===== src/design/lcpd_pkg.sv =====
`timescale 1ns / 1ps
`default_nettype none
package lcpd_pkg;

  localparam int unsigned PWM_PERIOD_DEF = 20;
  localparam int unsigned PATTERN_STEPS  = 25;

  localparam int unsigned IVL_W    = 11;
  localparam int unsigned STEP_W   = 5;
  localparam int unsigned LED_W    = 8;
  localparam int unsigned MODE_W   = 3;
  localparam int unsigned LEVEL_W  = 3;
  localparam int unsigned POT_W    = 8;
  localparam int unsigned IN_DW    = 8;
  localparam int unsigned OUT_DW   = 16;

  localparam logic [IVL_W-1:0] INTERVAL_RST = 11'd400;
  localparam logic [LED_W-1:0] LED_ALL_OFF  = 8'hff;

  localparam logic [POT_W-1:0] POT_TH_HI  = 8'd192;
  localparam logic [POT_W-1:0] POT_TH_MID = 8'd128;
  localparam logic [POT_W-1:0] POT_TH_LO  = 8'd64;

  localparam logic CMD_TICK   = 1'b0;
  localparam logic CMD_TOGGLE = 1'b1;

  typedef struct packed {
    logic               paused;
    logic [LEVEL_W-1:0] brightness;
    logic [MODE_W-1:0]  run_mode;
    logic [LED_W-1:0]   led_drive;
  } lcpd_result_t;

  function automatic logic [LED_W-1:0] pattern_for(input logic [STEP_W-1:0] s);
    logic [LED_W-1:0]  lit;
    logic [STEP_W-1:0] d;
    begin
      lit = '0;
      d   = '0;
      if (s >= 5'd1 && s <= 5'd8) begin
        d   = s - 5'd1;
        lit = 8'h01 << d[2:0];
      end else if (s >= 5'd9 && s <= 5'd16) begin
        d   = s - 5'd9;
        lit = 8'h80 >> d[2:0];
      end else if (s >= 5'd17 && s <= 5'd24) begin
        d   = s - 5'd17;
        lit = (8'h80 >> d[2:0]) | (8'h01 << d[2:0]);
      end
      return ~lit;
    end
  endfunction

  function automatic logic [MODE_W-1:0] mode_for(input logic [STEP_W-1:0] s);
    if (s >= 5'd21) return 3'd4;
    if (s >= 5'd17) return 3'd3;
    if (s >= 5'd9)  return 3'd2;
    return 3'd1;
  endfunction

  function automatic logic [LEVEL_W-1:0] level_for(input logic [POT_W-1:0] p);
    if (p >= POT_TH_HI)  return 3'd4;
    if (p >= POT_TH_MID) return 3'd3;
    if (p >= POT_TH_LO)  return 3'd2;
    return 3'd1;
  endfunction

endpackage
`default_nettype wire


===== src/design/lcpd_core.sv =====
`timescale 1ns / 1ps
`default_nettype none
module lcpd_core #(
  parameter int unsigned PWM_PERIOD = lcpd_pkg::PWM_PERIOD_DEF
) (
  input  wire logic                        clk,
  input  wire logic                        rst_n,
  input  wire logic                        step_en,
  input  wire logic                        cmd,
  input  wire logic [lcpd_pkg::POT_W-1:0]  pot,
  input  wire logic [lcpd_pkg::IVL_W-1:0]  interval,
  output lcpd_pkg::lcpd_result_t           res_nxt
);
  import lcpd_pkg::*;

  localparam int unsigned PW = $clog2(PWM_PERIOD + 1);
  localparam int unsigned SW = PW + 5;
  localparam logic [PW-1:0] PERIOD_PW = PW'(PWM_PERIOD);
  localparam logic [SW-1:0] PERIOD_SW = SW'(PWM_PERIOD);
  localparam logic [STEP_W-1:0] STEPS = STEP_W'(PATTERN_STEPS);

  logic [IVL_W-1:0]   step_ticks_r, step_ticks_nxt;
  logic [STEP_W-1:0]  pattern_step_r, pattern_step_nxt;
  logic [PW-1:0]      pwm_ticks_r, pwm_ticks_nxt;
  logic [LED_W-1:0]   latch_r, latch_nxt;
  logic [LED_W-1:0]   port_r, port_nxt;
  logic [MODE_W-1:0]  mode_r, mode_nxt;
  logic [LEVEL_W-1:0] level_r, level_nxt;
  logic               frozen_r, frozen_nxt;

  logic [IVL_W:0]     st_sum;
  logic [STEP_W-1:0]  ps_inc;
  logic [PW-1:0]      pw_inc;
  logic [SW-1:0]      pw_cmp;
  logic               run_tick;

  always_comb begin
    step_ticks_nxt   = step_ticks_r;
    pattern_step_nxt = pattern_step_r;
    pwm_ticks_nxt    = pwm_ticks_r;
    latch_nxt        = latch_r;
    port_nxt         = port_r;
    mode_nxt         = mode_r;
    level_nxt        = level_r;
    frozen_nxt       = frozen_r;
    run_tick         = (cmd == CMD_TICK) && !frozen_r;
    st_sum           = {1'b0, step_ticks_r} + {{IVL_W{1'b0}}, 1'b1};
    ps_inc           = pattern_step_r;
    pw_inc           = pwm_ticks_r + {{(PW-1){1'b0}}, 1'b1};
    pw_cmp           = '0;

    if (cmd == CMD_TOGGLE) begin
      frozen_nxt = ~frozen_r;
    end else begin
      level_nxt = level_for(pot);
    end

    if (run_tick) begin
      if (st_sum >= {1'b0, interval}) begin
        step_ticks_nxt = '0;
        ps_inc         = pattern_step_r + 5'd1;
      end else begin
        step_ticks_nxt = st_sum[IVL_W-1:0];
      end
      pattern_step_nxt = (ps_inc >= STEPS) ? '0 : ps_inc;

      // drive pattern once count + 1 + 5*level reaches the period; blank at wrap
      pw_cmp = SW'(pw_inc) + SW'({level_nxt, 2'b00}) + SW'(level_nxt);
      pwm_ticks_nxt = pw_inc;
      if (pw_cmp >= PERIOD_SW) begin
        port_nxt = latch_r;
        if (pw_inc >= PERIOD_PW) begin
          pwm_ticks_nxt = '0;
          port_nxt      = LED_ALL_OFF;
          latch_nxt     = pattern_for(pattern_step_nxt);
          mode_nxt      = mode_for(pattern_step_nxt);
        end
      end
    end

    res_nxt.led_drive  = port_nxt;
    res_nxt.run_mode   = mode_nxt;
    res_nxt.brightness = level_nxt;
    res_nxt.paused     = frozen_nxt;
  end

  always_ff @(posedge clk) begin
    if (!rst_n) begin
      step_ticks_r   <= '0;
      pattern_step_r <= '0;
      pwm_ticks_r    <= '0;
      latch_r        <= LED_ALL_OFF;
      port_r         <= LED_ALL_OFF;
      mode_r         <= 3'd1;
      level_r        <= 3'd1;
      frozen_r       <= 1'b0;
    end else if (step_en) begin
      step_ticks_r   <= step_ticks_nxt;
      pattern_step_r <= pattern_step_nxt;
      pwm_ticks_r    <= pwm_ticks_nxt;
      latch_r        <= latch_nxt;
      port_r         <= port_nxt;
      mode_r         <= mode_nxt;
      level_r        <= level_nxt;
      frozen_r       <= frozen_nxt;
    end
  end

endmodule
`default_nettype wire


===== src/design/led_chaser_pwm_dimmer.sv =====
`timescale 1ns / 1ps
`default_nettype none
// Eight-LED chaser with four-level PWM dimming. Each input word is either a
// 1 ms tick carrying a pot sample (tuser = 0) or a run/pause toggle
// (tuser = 1); every word produces exactly one result word with the
// active-low LED port value, mode, brightness and paused flag. The whole
// update is combinational logic between the state registers and the output
// register, so a word is accepted every cycle while the output register is
// empty or being drained. The user must write the step interval via the cfg
// port (always ready) only while no word is in flight; nothing enforces it.
module led_chaser_pwm_dimmer #(
  parameter int unsigned PWM_PERIOD = lcpd_pkg::PWM_PERIOD_DEF
) (
  input  wire logic                         clk,
  input  wire logic                         rst_n,
  input  wire logic                         in_tvalid,
  output      logic                         in_tready,
  input  wire logic [lcpd_pkg::IN_DW-1:0]   in_tdata,  // [7:0] pot_sample
  input  wire logic                         in_tuser,  // [0] cmd
  output      logic                         out_tvalid,
  input  wire logic                         out_tready,
  // [7:0] led_drive, [10:8] run_mode, [13:11] brightness, [14] paused
  output      logic [lcpd_pkg::OUT_DW-1:0]  out_tdata,
  input  wire logic                         cfg_valid,
  output      logic                         cfg_ready,
  input  wire logic [lcpd_pkg::IVL_W-1:0]   cfg_data
);
  import lcpd_pkg::*;

  logic [IVL_W-1:0] interval_r;
  logic             out_valid_r;
  lcpd_result_t     res_r;
  lcpd_result_t     res_nxt;
  logic             in_acc;

  assign cfg_ready  = 1'b1;
  assign in_tready  = !out_valid_r || out_tready;
  assign in_acc     = in_tvalid && in_tready;
  assign out_tvalid = out_valid_r;
  assign out_tdata  = {{(OUT_DW - $bits(lcpd_result_t)){1'b0}}, res_r};

  lcpd_core #(
    .PWM_PERIOD (PWM_PERIOD)
  ) u_core (
    .clk      (clk),
    .rst_n    (rst_n),
    .step_en  (in_acc),
    .cmd      (in_tuser),
    .pot      (in_tdata[POT_W-1:0]),
    .interval (interval_r),
    .res_nxt  (res_nxt)
  );

  always_ff @(posedge clk) begin
    if (!rst_n) begin
      interval_r <= INTERVAL_RST;
    end else if (cfg_valid && cfg_ready) begin
      interval_r <= cfg_data;
    end
  end

  always_ff @(posedge clk) begin
    if (!rst_n) begin
      out_valid_r <= 1'b0;
    end else if (in_acc) begin
      out_valid_r <= 1'b1;
    end else if (out_tready) begin
      out_valid_r <= 1'b0;
    end
  end

  always_ff @(posedge clk) begin
    if (in_acc) begin
      res_r <= res_nxt;
    end
  end

endmodule
`default_nettype wire

===== config.mk =====
export PLATFORM = sky130hd
export DESIGN_NAME = led_chaser_pwm_dimmer
export DESIGN_NICKNAME = d
export VERILOG_FILES = /design/src/design/lcpd_pkg.sv /design/src/design/lcpd_core.sv /design/src/design/led_chaser_pwm_dimmer.sv
export SDC_FILE = /design/constraint.sdc
export NUM_CORES = 1
export LEC_CHECK = 0
export BUFFER_PORTS_ARGS = -buffer_cell sky130_fd_sc_hd__buf_2
export CAP_MARGIN = 20
export CELL_PAD_IN_SITES_DETAIL_PLACEMENT = 1
export CELL_PAD_IN_SITES_GLOBAL_PLACEMENT = 2
export CORE_ASPECT_RATIO = 2
export CORE_MARGIN = 1.5
export CORE_UTILIZATION = 36
export DETAILED_ROUTE_END_ITERATION = 7
export HOLD_SLACK_MARGIN = 0.15
export PLACE_DENSITY_LB_ADDON = 0.1
export REMOVE_ABC_BUFFERS = 1
export SYNTH_ARGS = -nofsm -noshare
export SYNTH_HDL_FRONTEND = slang
export SYNTH_HIERARCHICAL = 1
export SYNTH_SLANG_ARGS = --single-unit
export TNS_END_PERCENT = 10

===== constraint.sdc =====
create_clock -name clk -period 4.25 [get_ports clk]
set_input_delay 0.425 -clock clk [delete_from_list [all_inputs] [get_ports clk]]
set_output_delay 0.425 -clock clk [all_outputs]
set_load 0.03 [all_outputs]

==> results by stage <==
Setup path:
- The slowest stage of the critical path belongs to the cell a2111oi_1.
- The critical register-to-register path startpoint is u_core/step_ticks_r[1].
- The endpoint arrival time on the critical path is 4.24 ns.
- The depth of the worst register-to-register path is 14.
- Of all nets on the critical path, the largest fanout is 11.
- The path type of the worst setup path is register to register.
- Data on the critical path is required at its endpoint by 4.46 ns.
- The nature of the critical path endpoint is a register.
- The worst stage delay on the critical path is 0.46 ns.
- STA classifies the critical path startpoint as a register.
- The signal on the critical path passes through ha_1, and3_1, nand3_1, nor2_1, xor2_1, ha_1, and3_1, a221o_1, nor2_2, nand3_2, buf_4, a2111oi_1, buf_4, a21oi_1.
- The launching element of the worst setup path is u_core/step_ticks_r[1].

Synthesis:
- Counting flops with a built-in enable in the synthesized netlist gives 15.
- In the post-synthesis netlist, the biggest area contributors are dfxtp_1 25%, edfxtp_1 9.9%, ha_1 7.1%, mux2i_1 5.0%, nand2_1 4.1%.
- The synthesized instance count is 538.
- For this run, the register share of the synthesized area comes to 0.344.
- The library cell with the largest summed area after synthesis is dfxtp_1.
- Yosys printed 6 warnings.
- The number of different library cells used by synthesis comes to 69.
- Counting flops with an async set or reset pin after synthesis yields a share of 0.
- Summing every instance area after synthesis gives 0.00456 mm^2.
- The number of register bits inferred by synthesis is 71.
- The dominant register cell in the synthesized netlist is dfxtp_1.
- The share of synthesized area in the top cell type comes to 0.246.
- The mean instance size in the synthesized netlist is 8.48 um^2.

Clock network:
- The clock tree root driver cell is clkbuf_16.
- TritonCTS built the clock tree.
- The clock reaches the later pin of the worst-skew pair after 0.34 ns.
- The hold-fix buffer count after cts is 0.
- The post-cts repair resize count is 0.
- The number of setup buffers added after CTS is 0.
- The number of sinks on the clock net is 71.
- The H-tree depth reported by CTS is 3.
- Clock-pin slew was measured on the worst setup and hold paths at 0.07 ns.
- Counting along the longest clock path gives a buffer depth of 2.
- Buffers inserted during clock tree synthesis total 9.

Floorplanning:
- The initial utilization of the core area, before any placement, comes to 0.366.
- The I/O pin count is 44.
- The core region area is 0.0125 mm^2.
- The floorplan die width is 82.6 um.
- The initialized floorplan defines 58 standard-cell rows.
- The vertical extent of the die is 162 um.
- The area of the die is 0.0134 mm^2.

Finish:
- The final net count is 629.
- The most common cell after layout, fill and taps aside is dfxtp_1.
- The count of fill cells added during filler insertion is 1,503.
- From synthesis to final layout, the design area changed by 16.4%.
- The area taken by multi-input logic gates is 0.00273 mm^2.
- Of the cells placed in the final design, the portion with a size suffix greater than 1 is 0.164.
- The count of antenna diodes in the layout is 0.
- The library cells used most frequently in the layout, excluding fill and tap cells, are 56 x dfxtp_1, 50 x nand2_1, 49 x nor2_1.
- The sequential cells in the finished layout cover a total of 0.00157 mm^2.

Route:
- The detailed router finished its first iteration with 102 violations.
- The final layout contains routed wiring with a total length of 13,600 um.
- In this run the remaining antenna-violating nets after routing total 0.
- Dividing the detail-routed via count by the number of cells gives 5.67.
- The final route contains 4,142 vias.
- The remaining routing DRC violations is 0.
- The average routed wire per standard cell is 18.6 um.
- The first detailed-routing pass ran for 4 iterations.

STA:
- The final number of hold-violating endpoints came to 0.
- The max-slew headroom at the worst pin is 0.540.
- At the pin with the least slew margin, the transition time is 0.685 ns.
- The summed negative setup slack over all endpoints is 0 ns.
- The max-slew violation count is 0.
- Timing would allow up to 248 MHz.
- The maximum clock skew at final layout is 0.0109 ns.
- Subtracting the final worst setup slack from the clock period gives 4.03 ns.
- The count of final setup violators is 0.
- The share of the clock period used by the worst path after layout is 0.948.
- The slack of the critical path is 0.220 ns.
- Setup repair after global routing left no endpoint under its margin.

Global route:
- The initial antenna violation count was 0.
- The maximum number of pins on one net before global-route repair is 38.
- In the global route stage, overall resource usage came out at 0.220.
- The number of global-route vias before repair is 4,399.
- The global route total overflow is 0.
- The first-pass GRT wire length is 22,000 um.

Power:
- Total power for the finished layout comes to 1.84 mW.
- Of the total power, the share spent switching nets is 0.251.
- Summed over all cells, the static leakage comes to 2.20 nW.
- The proportion of power drawn by combinational gates is 0.119.
- The internal portion of the total power is 1.38 mW.
- The clock network power share is 0.482.
- The switching power is 463 uW.
- IR analysis of the VDD net gives a maximum drop of 0.207 mV.
- The total power divided by cell area is 347 mW/mm^2.
- The sequential cell fraction of total power is 0.399.

Hold path:
- Along the worst hold path, the cell count comes to 3.
- The beginning of the worst hold path is cfg_data[8].
- The path class of the tightest hold or removal check is input port to register.

Placed design:
- The pre-CTS setup slack is 0.265 ns.
- The placed wire-length estimate is 10,500 um.
- The congestion estimate from routability-driven global placement came to 0.916.
- The number of buffer cells added on primary ports is 35.

Flow run:
- The max-capacitance violation count is 0.

Outcome:
- The run finished with clean final reports.
-- path summary, 6_finish.rpt --
kind                       endpoint  slack, ns
setup / recovery  u_core/latch_r[7]       0.22
hold / removal        interval_r[8]       0.30
setup reg to reg  u_core/latch_r[7]       0.22
hold reg to reg       interval_r[8]       0.48
-- cell usage after synthesis (all sizes together), types with 9 or more instances --
cell	instances
a211o	9
a21oi	33
a31oi	11
buf	14
clkbuf	20
dfxtp	56
edfxtp	15
ha	26
inv	25
mux2i	23
nand2	50
nand3	29
nor2	51
nor2b	17
o21ai	30
o31ai	10
xnor2	16
-- logic make-up after synthesis --
| family | share of synthesized area |
|---|---|
| and+or+nand+nor | 0.220 |
| AOI/OAI and AO/OA | 0.200 |
| DFF | 0.344 |
| buffers and inverters | 0.0567 |
| adders and majority gates | 0.0800 |
| muxes | 0.0554 |
| xor gates and xnor gates | 0.0422 |
| other | 0.00165 |
-- critical path, delay by kind of cell (launching register included) --
family / cells / cell delay (ns)
flops: 1 / 0.38
simple gates: 6 / 1.33
buf+inv: 2 / 0.51
fa+ha+maj: 2 / 0.53
compound gates: 3 / 0.88
xor+xnor: 1 / 0.25
-- power by group through the flow --
| stage | clock [mW] | combinational (mW) | sequential, mW |
|---|---|---|---|
| finish | 0.889 | 0.220 | 0.736 |
| global route | 0.943 | 0.246 | 0.740 |
| CTS | 0.915 | 0.223 | 0.736 |
| floorplan | 0 | 0.120 | 0.775 |
| global placement | 0 | 0.215 | 0.750 |
| detailed placement | 0 | 0.223 | 0.751 |
-- per-stage QoR --
stage               hold slack, ns  cells   util  instance area, um^2
floorplan                    0.440    504      -                 4400
global placement             0.456    715  0.398                 4970
detailed placement           0.466    715  0.398                 4970
CTS                          0.292    731  0.426                 5320
global route                 0.304    731  0.426                 5320
finish                       0.300    731  0.426                 5320
-- routing by layer --
metal	vias to the layer above	track usage	wire length, um
li1	2011	-	-
met1	2016	0.199	4650
met2	76	0.435	8030
met3	39	0.0309	276
met4	0	0.118	662
met5	-	0	0
-- layout make-up --
cell class,count,share of cell area
multi-input cells,408,0.514
flip-flops and latches,71,0.296
repair buffers,61,0.0720
clock buffers,9,0.0424
well taps,150,0.0353
clock inverters,7,0.0226
inverters,25,0.0177
-- registers in the layout, indices dropped and copies added (netlist names) --
signal and flops:
interval_r 11, out_tdata 15, out_tvalid 1, u_core/frozen_r 1, u_core/latch_r 8, u_core/level_r 3, u_core/mode_r 3, u_core/pattern_step_r 5
u_core/port_r 8, u_core/pwm_ticks_r 5, u_core/step_ticks_r 11
Note: power is estimated with default switching activity, not from simulation.
